## src/hw/rtl/assert_macros.svh

```systemverilog
// ----------------------------------------------------------------------------
// Assertion macros
// Concurrent assertion wrappers, removed when ASSERT_OFF is set.
// ----------------------------------------------------------------------------
`ifndef ASSERT_MACROS_SVH
`define ASSERT_MACROS_SVH
`ifndef ASSERT_OFF
`define EVR_ASSERT(lbl, clk, rst_n, prop, msg) \
    lbl: assert property (@(posedge clk) disable iff (!(rst_n)) (prop)) else $error(msg);
`define EVR_ASSERT_NEXT(lbl, clk, rst_n, pre, post, msg) \
    lbl: assert property (@(posedge clk) disable iff (!(rst_n)) (pre) |=> (post)) else $error(msg);
`else
`define EVR_ASSERT(lbl, clk, rst_n, prop, msg)
`define EVR_ASSERT_NEXT(lbl, clk, rst_n, pre, post, msg)
`endif
`endif

```

## src/hw/rtl/evr_pkg.sv

```systemverilog
// ----------------------------------------------------------------------------
// Event ring log package
// Depth, widths, codes, record layout and pointer helpers.
// ----------------------------------------------------------------------------
package evr_pkg;

    localparam int LOG_DEPTH = 16;
    localparam int PTR_W     = (LOG_DEPTH > 1) ? $clog2(LOG_DEPTH) : 1;
    localparam int CNT_W     = $clog2(LOG_DEPTH + 1);
    localparam int OFF_W     = 10;
    localparam int ENTRY_W   = 5;
    localparam int TIME_W    = 63;
    localparam int SUM_W     = ((OFF_W > CNT_W) ? OFF_W : CNT_W) + 1;

    localparam logic [TIME_W-1:0] THRESH_RESET = 63'd1577836800;
    localparam logic [31:0]       TIME_OK_FLAG = 32'h0000_0001;
    localparam logic [31:0]       SEQ_START    = 32'd1;

    localparam logic [1:0] REQ_APPEND = 2'd0;
    localparam logic [1:0] REQ_READ   = 2'd1;
    localparam logic [1:0] REQ_CLEAR  = 2'd2;

    typedef enum logic [1:0] {
        ST_OK        = 2'd0,
        ST_BAD_KIND  = 2'd1,
        ST_NOT_FOUND = 2'd2
    } t_status;

    typedef struct packed {
        logic [7:0]        kind;
        logic [TIME_W-1:0] stamp;
        logic signed [31:0] first;
        logic signed [31:0] second;
        logic [31:0]       flags;
        logic [31:0]       seq;
    } t_rec;

    localparam int REC_W = $bits(t_rec);

    typedef struct packed {
        logic append;
        logic clear;
    } t_ptr_cmd;

    typedef struct packed {
        logic [PTR_W-1:0] wr_slot;
        logic [PTR_W-1:0] rd_slot;
        logic             rd_hit;
        logic [31:0]      seq;
        logic [CNT_W-1:0] count_after;
    } t_ptr_stat;

    // p + o folded once into the ring; valid for p + o < 2 * LOG_DEPTH
    function automatic logic [PTR_W-1:0] wrap_add(input logic [PTR_W-1:0] p,
                                                  input logic [SUM_W-1:0] o);
        logic [SUM_W-1:0] sum;
        sum = SUM_W'(p) + o;
        if (sum >= SUM_W'(LOG_DEPTH)) begin
            sum = sum - SUM_W'(LOG_DEPTH);
        end
        return PTR_W'(sum);
    endfunction

endpackage

```

## src/hw/rtl/evr_ram.sv

```systemverilog
// ----------------------------------------------------------------------------
// Record RAM
// Simple dual-port synchronous RAM, one write and one registered read port.
// ----------------------------------------------------------------------------
module evr_ram #(
    parameter int WIDTH = 8,
    parameter int DEPTH = 16,
    parameter int ADDR_W = (DEPTH > 1) ? $clog2(DEPTH) : 1
) (
    input  logic              i_clk,
    input  logic              i_wr_en,
    input  logic [ADDR_W-1:0] i_wr_addr,
    input  logic [WIDTH-1:0]  i_wr_data,
    input  logic              i_rd_en,
    input  logic [ADDR_W-1:0] i_rd_addr,
    output logic [WIDTH-1:0]  o_rd_data
);

    logic [WIDTH-1:0] r_mem [DEPTH];
    logic [WIDTH-1:0] r_rd_data;

    always_ff @(posedge i_clk) begin
        if (i_wr_en) begin
            r_mem[i_wr_addr] <= i_wr_data;
        end
    end

    always_ff @(posedge i_clk) begin
        if (i_rd_en) begin
            r_rd_data <= r_mem[i_rd_addr];
        end
    end

    assign o_rd_data = r_rd_data;

endmodule

```

## src/hw/rtl/evr_ptrs.sv

```systemverilog
// ----------------------------------------------------------------------------
// Ring pointers
// Head, tail, fill count and sequence counter of the record ring.
// ----------------------------------------------------------------------------
`include "assert_macros.svh"

module evr_ptrs import evr_pkg::*; (
    input  logic             i_clk,
    input  logic             i_rst_n,
    input  t_ptr_cmd         i_cmd,
    input  logic [OFF_W-1:0] i_offset,
    output t_ptr_stat        o_stat
);

    logic [PTR_W-1:0] r_head, n_head;
    logic [PTR_W-1:0] r_tail, n_tail;
    logic [CNT_W-1:0] r_count, n_count;
    logic [31:0]      r_seq, n_seq;
    logic             full;

    function automatic logic [PTR_W-1:0] ptr_inc(input logic [PTR_W-1:0] p);
        return (p == PTR_W'(LOG_DEPTH - 1)) ? '0 : p + PTR_W'(1);
    endfunction

    assign full = (r_count == CNT_W'(LOG_DEPTH));

    always_comb begin
        n_head  = r_head;
        n_tail  = r_tail;
        n_count = r_count;
        n_seq   = r_seq;
        if (i_cmd.clear) begin
            n_head  = '0;
            n_tail  = '0;
            n_count = '0;
            n_seq   = SEQ_START;
        end else if (i_cmd.append) begin
            n_head = ptr_inc(r_head);
            n_seq  = r_seq + 32'd1;
            if (full) begin
                n_tail = ptr_inc(r_tail);
            end else begin
                n_count = r_count + CNT_W'(1);
            end
        end
    end

    always_ff @(posedge i_clk) begin
        if (!i_rst_n) begin
            r_head  <= '0;
            r_tail  <= '0;
            r_count <= '0;
            r_seq   <= SEQ_START;
        end else begin
            r_head  <= n_head;
            r_tail  <= n_tail;
            r_count <= n_count;
            r_seq   <= n_seq;
        end
    end

    always_comb begin
        o_stat.wr_slot     = r_head;
        o_stat.rd_slot     = wrap_add(r_tail, SUM_W'(i_offset));
        o_stat.rd_hit      = SUM_W'(i_offset) < SUM_W'(r_count);
        o_stat.seq         = r_seq;
        o_stat.count_after = n_count;
    end

    `EVR_ASSERT(a_count_max, i_clk, i_rst_n, r_count <= CNT_W'(LOG_DEPTH), "fill count over depth")
    `EVR_ASSERT(a_head_tail, i_clk, i_rst_n, r_head == wrap_add(r_tail, SUM_W'(r_count)), "head not tail plus count")
    `EVR_ASSERT_NEXT(a_clear, i_clk, i_rst_n, i_cmd.clear, (r_count == '0) && (r_seq == SEQ_START), "clear did not empty ring")

endmodule

```

## src/hw/rtl/overwriting_event_ring_log.sv

```systemverilog
// ----------------------------------------------------------------------------
// Overwriting event ring log
// Ring of event records in one RAM; append overwrites the oldest when full.
// ----------------------------------------------------------------------------
//  channel   direction  handshake                 payload
//  in        to log     i_in_valid / o_in_ready   i_req_type .. i_read_offset
//  out       from log   o_out_valid / i_out_ready o_status .. o_out_sequence
//  cfg       to log     i_cfg_valid / o_cfg_ready i_cfg_data (time threshold)
//
//  Append, clear, unused, rejected append and missed read: result registered
//  at the accept edge. A read that hits passes through S_READ: the record
//  RAM has a registered read port and no new item enters meanwhile.
//  Synchronous active-low reset empties the ring; no RAM clearing is needed.
//  o_in_ready drops while a result waits in the output register untaken.
// ----------------------------------------------------------------------------
`include "assert_macros.svh"

module overwriting_event_ring_log import evr_pkg::*; (
    input  logic               i_clk,
    input  logic               i_rst_n,
    input  logic               i_in_valid,
    output logic               o_in_ready,
    input  logic [1:0]         i_req_type,
    input  logic [7:0]         i_event_kind,
    input  logic signed [31:0] i_first_value,
    input  logic signed [31:0] i_second_value,
    input  logic [31:0]        i_event_flags,
    input  logic [TIME_W-1:0]  i_now_seconds,
    input  logic [OFF_W-1:0]   i_read_offset,
    output logic               o_out_valid,
    input  logic               i_out_ready,
    output logic [1:0]         o_status,
    output logic [ENTRY_W-1:0] o_entry_count,
    output logic [7:0]         o_out_kind,
    output logic [TIME_W-1:0]  o_out_time,
    output logic signed [31:0] o_out_first,
    output logic signed [31:0] o_out_second,
    output logic [31:0]        o_out_flags,
    output logic [31:0]        o_out_sequence,
    input  logic               i_cfg_valid,
    output logic               o_cfg_ready,
    input  logic [TIME_W-1:0]  i_cfg_data
);

    typedef enum logic [1:0] {
        S_IDLE = 2'b01,
        S_READ = 2'b10
    } t_state;

    t_state           r_state, n_state;
    logic [TIME_W-1:0] r_thresh;
    logic             r_out_valid, n_out_valid;
    t_status          r_status;
    logic [CNT_W-1:0] r_count;
    t_rec             r_rec;

    logic      accept;
    logic      is_append, is_read, is_clear;
    logic      append_ok, read_hit, time_ok;
    t_ptr_cmd  ptr_cmd;
    t_ptr_stat ptr_stat;
    t_rec      wr_rec;
    t_rec      rd_rec;
    t_status   acc_status;

    assign o_cfg_ready = 1'b1;
    assign o_in_ready  = (r_state == S_IDLE) && (!r_out_valid || i_out_ready);
    assign accept      = i_in_valid && o_in_ready;

    assign is_append = (i_req_type == REQ_APPEND);
    assign is_read   = (i_req_type == REQ_READ);
    assign is_clear  = (i_req_type == REQ_CLEAR);
    assign append_ok = accept && is_append && (i_event_kind != 8'd0);
    assign read_hit  = accept && is_read && ptr_stat.rd_hit;
    assign time_ok   = (i_now_seconds >= r_thresh);

    assign ptr_cmd.append = append_ok;
    assign ptr_cmd.clear  = accept && is_clear;

    evr_ptrs u_ptrs (
        .i_clk    (i_clk),
        .i_rst_n  (i_rst_n),
        .i_cmd    (ptr_cmd),
        .i_offset (i_read_offset),
        .o_stat   (ptr_stat)
    );

    always_comb begin
        wr_rec.kind   = i_event_kind;
        wr_rec.stamp  = time_ok ? i_now_seconds : '0;
        wr_rec.first  = i_first_value;
        wr_rec.second = i_second_value;
        wr_rec.flags  = time_ok ? (i_event_flags | TIME_OK_FLAG) : i_event_flags;
        wr_rec.seq    = ptr_stat.seq;
    end

    evr_ram #(
        .WIDTH (REC_W),
        .DEPTH (LOG_DEPTH),
        .ADDR_W(PTR_W)
    ) u_ram (
        .i_clk     (i_clk),
        .i_wr_en   (append_ok),
        .i_wr_addr (ptr_stat.wr_slot),
        .i_wr_data (wr_rec),
        .i_rd_en   (read_hit),
        .i_rd_addr (ptr_stat.rd_slot),
        .o_rd_data (rd_rec)
    );

    always_comb begin
        acc_status = ST_OK;
        if (is_append && (i_event_kind == 8'd0)) begin
            acc_status = ST_BAD_KIND;
        end else if (is_read && !ptr_stat.rd_hit) begin
            acc_status = ST_NOT_FOUND;
        end
    end

    always_comb begin
        n_state     = r_state;
        n_out_valid = r_out_valid;
        if (r_out_valid && i_out_ready) begin
            n_out_valid = 1'b0;
        end
        case (r_state)
            S_IDLE: begin
                if (read_hit) begin
                    n_state = S_READ;
                end else if (accept) begin
                    n_out_valid = 1'b1;
                end
            end
            S_READ: begin
                n_state     = S_IDLE;
                n_out_valid = 1'b1;
            end
            default: begin
                n_state = S_IDLE;
            end
        endcase
    end

    always_ff @(posedge i_clk) begin
        if (!i_rst_n) begin
            r_state     <= S_IDLE;
            r_out_valid <= 1'b0;
            r_thresh    <= THRESH_RESET;
        end else begin
            r_state     <= n_state;
            r_out_valid <= n_out_valid;
            if (i_cfg_valid) begin
                r_thresh <= i_cfg_data;
            end
        end
    end

    // result payload: status and count at accept, record once the RAM answers
    always_ff @(posedge i_clk) begin
        if (accept) begin
            r_status <= acc_status;
            r_count  <= ptr_stat.count_after;
            r_rec    <= '0;
        end else if (r_state == S_READ) begin
            r_rec <= rd_rec;
        end
    end

    assign o_out_valid    = r_out_valid;
    assign o_status       = r_status;
    assign o_entry_count  = ENTRY_W'(r_count);
    assign o_out_kind     = r_rec.kind;
    assign o_out_time     = r_rec.stamp;
    assign o_out_first    = r_rec.first;
    assign o_out_second   = r_rec.second;
    assign o_out_flags    = r_rec.flags;
    assign o_out_sequence = r_rec.seq;

    `EVR_ASSERT(a_read_slot_free, i_clk, i_rst_n, (r_state != S_READ) || !r_out_valid, "read data lands on full output")
    `EVR_ASSERT_NEXT(a_read_done, i_clk, i_rst_n, r_state == S_READ, r_out_valid && (r_status == ST_OK), "read item not delivered")

endmodule

```

## config.mk

```make
export PLATFORM = sky130hd
export DESIGN_NAME = overwriting_event_ring_log
export DESIGN_NICKNAME = d
export VERILOG_FILES = /design/src/hw/rtl/evr_pkg.sv /design/src/hw/rtl/evr_ram.sv /design/src/hw/rtl/evr_ptrs.sv /design/src/hw/rtl/overwriting_event_ring_log.sv
export VERILOG_INCLUDE_DIRS = /design/src /design/src/hw/rtl
export SDC_FILE = /design/constraint.sdc
export NUM_CORES = 2
export LEC_CHECK = 0
export BUFFER_PORTS_ARGS = -buffer_cell sky130_fd_sc_hd__clkbuf_2
export CAP_MARGIN = 30
export CORE_ASPECT_RATIO = 2
export CORE_MARGIN = 1
export CORE_UTILIZATION = 40
export DETAILED_ROUTE_END_ITERATION = 7
export GPL_ROUTABILITY_DRIVEN = 0
export PLACE_DENSITY = 0.63
export SYNTH_ARGS = -nofsm -noshare
export SYNTH_HDL_FRONTEND = slang
export SYNTH_SLANG_ARGS = --single-unit
export TNS_END_PERCENT = 20
```

## constraint.sdc

```tcl
create_clock -name i_clk -period 18.1 [get_ports i_clk]
set_clock_uncertainty 0.05 [all_clocks]
set_input_delay 2.715 -clock i_clk [delete_from_list [all_inputs] [get_ports i_clk]]
set_output_delay 2.715 -clock i_clk [all_outputs]
set_load 0.01 [all_outputs]
```

==> flow_metrics.env <==
export IMPL_synthTopCellsByCount="edfxtp_1 (3390), nand2_1 (842), mux4_2 (796)"
export IMPL_routed_wl_mm=355
export IMPL_core_area_sq_um=350000
export IMPL_holdWs_ps=428
export IMPL_grt_pass1_vias=73417
export IMPL_vias_per_cell=5.55
export IMPL_crit_top_cell="buf_4"
export IMPL_post_drt_wl_per_cell_microns=28.1
export IMPL_syn_nets=7495
export IMPL_reg2reg_from="r_state[1]"
export IMPL_dieArea_sq_um=354000
export IMPL_fill_cells=29447
export IMPL_r2r_end="u_ram.r_mem[8][116]"
export IMPL_final_hold_violation_count=0
export IMPL_grt_pass1_wl_mm=513
export IMPL_synth_cell_types=61
export IMPL_worst_path_largest_cell_delay_ps=810
export IMPL_leakagePower_nw=52.0
export IMPL_clockRootBuffer="clkbuf_16"
export IMPL_p_per_area_nw_per_um2=108
export IMPL_crit_type="primary input to flip-flop"
export IMPL_post_route_period_util=0.411
export IMPL_synthTopCellsByArea="edfxtp_1 (72%), mux4_2 (13%), dfxtp_1 (4.4%), nand2_1 (2.2%), mux2i_1 (1.8%)"
export IMPL_worstSetupEndpointType="flip-flop"
export IMPL_ant_nets=0
export IMPL_preCtsSetupSlack_ps=9530
export IMPL_final_cells=12657
export IMPL_yosysMostFrequentCell="edfxtp_1"
export IMPL_start_util=0.402
export IMPL_clkSlewWorstSetupHoldPaths_ps=60
export IMPL_setup_violations=0
export IMPL_drive_gt1_frac=0.244
export IMPL_crit_path_max_fanout=49
export IMPL_switchingPower_w=0.00363
export IMPL_postCtsSetupRepairBufs=0
export IMPL_worstHoldStart="u_ram.o_rd_data[34]"
export IMPL_cts_buffers=331
export IMPL_whs_path_depth=2
export IMPL_io_pins=456
export IMPL_rr_worst_depth=11
export IMPL_ys_seq_elements=3700
export IMPL_vias=70232
export IMPL_crit_path_start_kind="primary input"
export IMPL_hold_end="o_out_flags[2]"
export IMPL_path_cells="clkbuf_2 -> nor4_2 -> buf_4 -> a2111oi_4 -> and2_1 -> buf_8 -> nand2_1 -> nor2_4 -> buf_4 -> buf_4 -> buf_4"
export IMPL_period_needed_ps=7440
export IMPL_syn_area_sq_um=141000
export IMPL_fp_dieW_microns=421
export IMPL_dp_cells=12030
export IMPL_p_int_w=0.0136
export IMPL_hold_path_class="flip-flop to flip-flop"
export IMPL_row_count=307
export IMPL_worst_slack_ps=10660
export IMPL_swShare=0.211
export IMPL_clock_path_buffers=4
export IMPL_arrival_ps=7890
export IMPL_synthFlopType="edfxtp_1"
export IMPL_synth_top_area_cell="edfxtp_1"
export IMPL_post_dp_hpwl_mm=192
export IMPL_pwr_share_seq=0.545
export IMPL_syn_avg_cell_area_sq_um=19.6
export IMPL_h_tree_depth=5
export IMPL_cts_resized_gates=0
export IMPL_track_usage=0.198
export IMPL_synth_warning_count=0
export IMPL_grt_overflow=0
export IMPL_slew_viol_final=0
export IMPL_clkPwrFrac=0.411
export IMPL_status="completed"
export IMPL_yosysTopAreaCellShare=0.724
export IMPL_insertion_delay_ps=920
export IMPL_drtIter0Drc=6226
export IMPL_antenna_found_initial=32
export IMPL_synth_edff_count=3390
export IMPL_grt_max_degree=146
export IMPL_ir_drop_mv=0.0959
export IMPL_layout_nets=8076
export IMPL_area_growth_synth_to_final_pct=13.7
export IMPL_port_buffers=454
export IMPL_achievable_frequency_mhz=134
export IMPL_ff2ff_setup_slack_ps=12330
export IMPL_synth_seq_area_share=0.768
export IMPL_tns_ps=0
export IMPL_netlist_instances=7167
export IMPL_die_y_microns=840
export IMPL_cts_tree="done"
export IMPL_cts_sinks=3700
export IMPL_worst_pin_slew_ps=1130
export IMPL_relSlewSlack=0.245
export IMPL_combPwrFrac=0.044
export IMPL_grt_setup_unrepaired="no"
export IMPL_fin_util=0.457
export IMPL_maxCapViolCount=0
export IMPL_ys_async_sr_fraction=0
export IMPL_postCtsHoldBufs=0
export IMPL_drc_errors=0
export IMPL_dr_pass1_iters=5
export IMPL_crit_slowest_cell="buf_4"
export IMPL_cp_required_ps=18550
layout make-up:
class | instances | area, sq um | area share
diodes | 8 | 20.0 | 0.000125
flip-flops and latches | 3700 | 108000 | 0.676
well taps | 4635 | 5800 | 0.0363
inverters | 84 | 323 | 0.00202
clock inverters | 174 | 1770 | 0.0110
clock buffers | 425 | 8920 | 0.0558
multi-input cells | 2987 | 30800 | 0.193
repair buffers | 644 | 4250 | 0.0266
registers in the layout, indices dropped and copies added, names as in the netlist, 5 cells and up:
name / cells
o_out_sequence: 32
u_ram.o_rd_data: 199
u_ram.r_mem: 3184
u_ptrs.r_seq: 32
o_entry_count: 5
o_out_time: 63
o_out_flags: 32
o_out_second: 32
r_thresh: 63
o_out_first: 32
o_out_kind: 8
u_ptrs.r_count: 5
per-stage QoR:
step,power [W],cell area [sq um]
final,0.0172,160000
after global routing,0.0177,160000
after CTS,0.0173,160000
after detailed placement,0.0103,149000
after global placement,0.0103,148000
after floorplan,0.0100,141000
worst max path at each step:
stage,startpoint,endpoint,cells after the start
final,i_event_kind[0],u_ram.r_mem[8][116],11
after global routing,i_event_kind[1],u_ram.r_mem[8][116],11
after CTS,i_event_kind[3],u_ram.r_mem[10][116],11
after detailed placement,i_event_kind[3],u_ram.r_mem[10][81],11
after global placement,i_event_kind[3],u_ram.r_mem[10][125],9
after floorplan,i_out_ready,u_ram.r_mem[0][0],7
power by group through the flow:
stage	logic [W]	registers [W]	clock network (W)
CTS	0.000760	0.00938	0.00721
floorplan	0.000463	0.00957	0
global placement	0.000726	0.00957	0
detailed placement	0.000758	0.00957	0
global route	0.000818	0.00938	0.00749
finish	0.000752	0.00938	0.00706
layer usage:
layer,up-vias,wire [microns],GRT usage
met2,2334,187000,0.357
met1,37692,139000,0.248
met3,519,20300,0.0283
li1,29675,-,-
met5,-,76,0
met4,12,8930,0.0509
critical path, delay by kind of cell:
| kind | cells | cell delay [ps] |
|---|---|---|
| buffers and inverters | 6 | 3000 |
| AO/OA/AOI/OAI | 1 | 460 |
| AND/OR/NAND/NOR | 4 | 1460 |
layout by cell type, fill, tap and decap left out, types with 8 or more instances in the layout:
cell type   instances
o21ai_0            18
buf_16             11
o211ai_1           14
clkinv_1           51
mux2i_1           255
inv_1              82
clkbuf_2          453
nor2_4             12
clkbuf_16         337
nor2_1            252
ha_1               78
nand2_1           842
buf_4             148
a21oi_1            36
nand4_1            19
clkbuf_8           16
a21boi_1           53
a21boi_0           10
xnor2_1            19
dfxtp_1           310
diode_2             8
clkinvlp_4         16
xor2_1             13
buf_12             23
and3_1            210
a31oi_1           201
nor2b_1            54
clkbuf_1           72
bufinv_16          28
mux4_2            796
nand3_1            16
edfxtp_1         3390
clkinv_2           51
buf_6               8
inv_6              11
kinds of logic after synthesis:
family	count (synthesis)	synth area share
simple gates	1461	0.0457
buf+inv	480	0.0143
flops	3700	0.768
other cells	1	0.0000267
mux	1051	0.146
fa+ha+maj	81	0.00726
xor+xnor	36	0.00230
compound gates	357	0.0166
(Power assumes the default switching activity.)
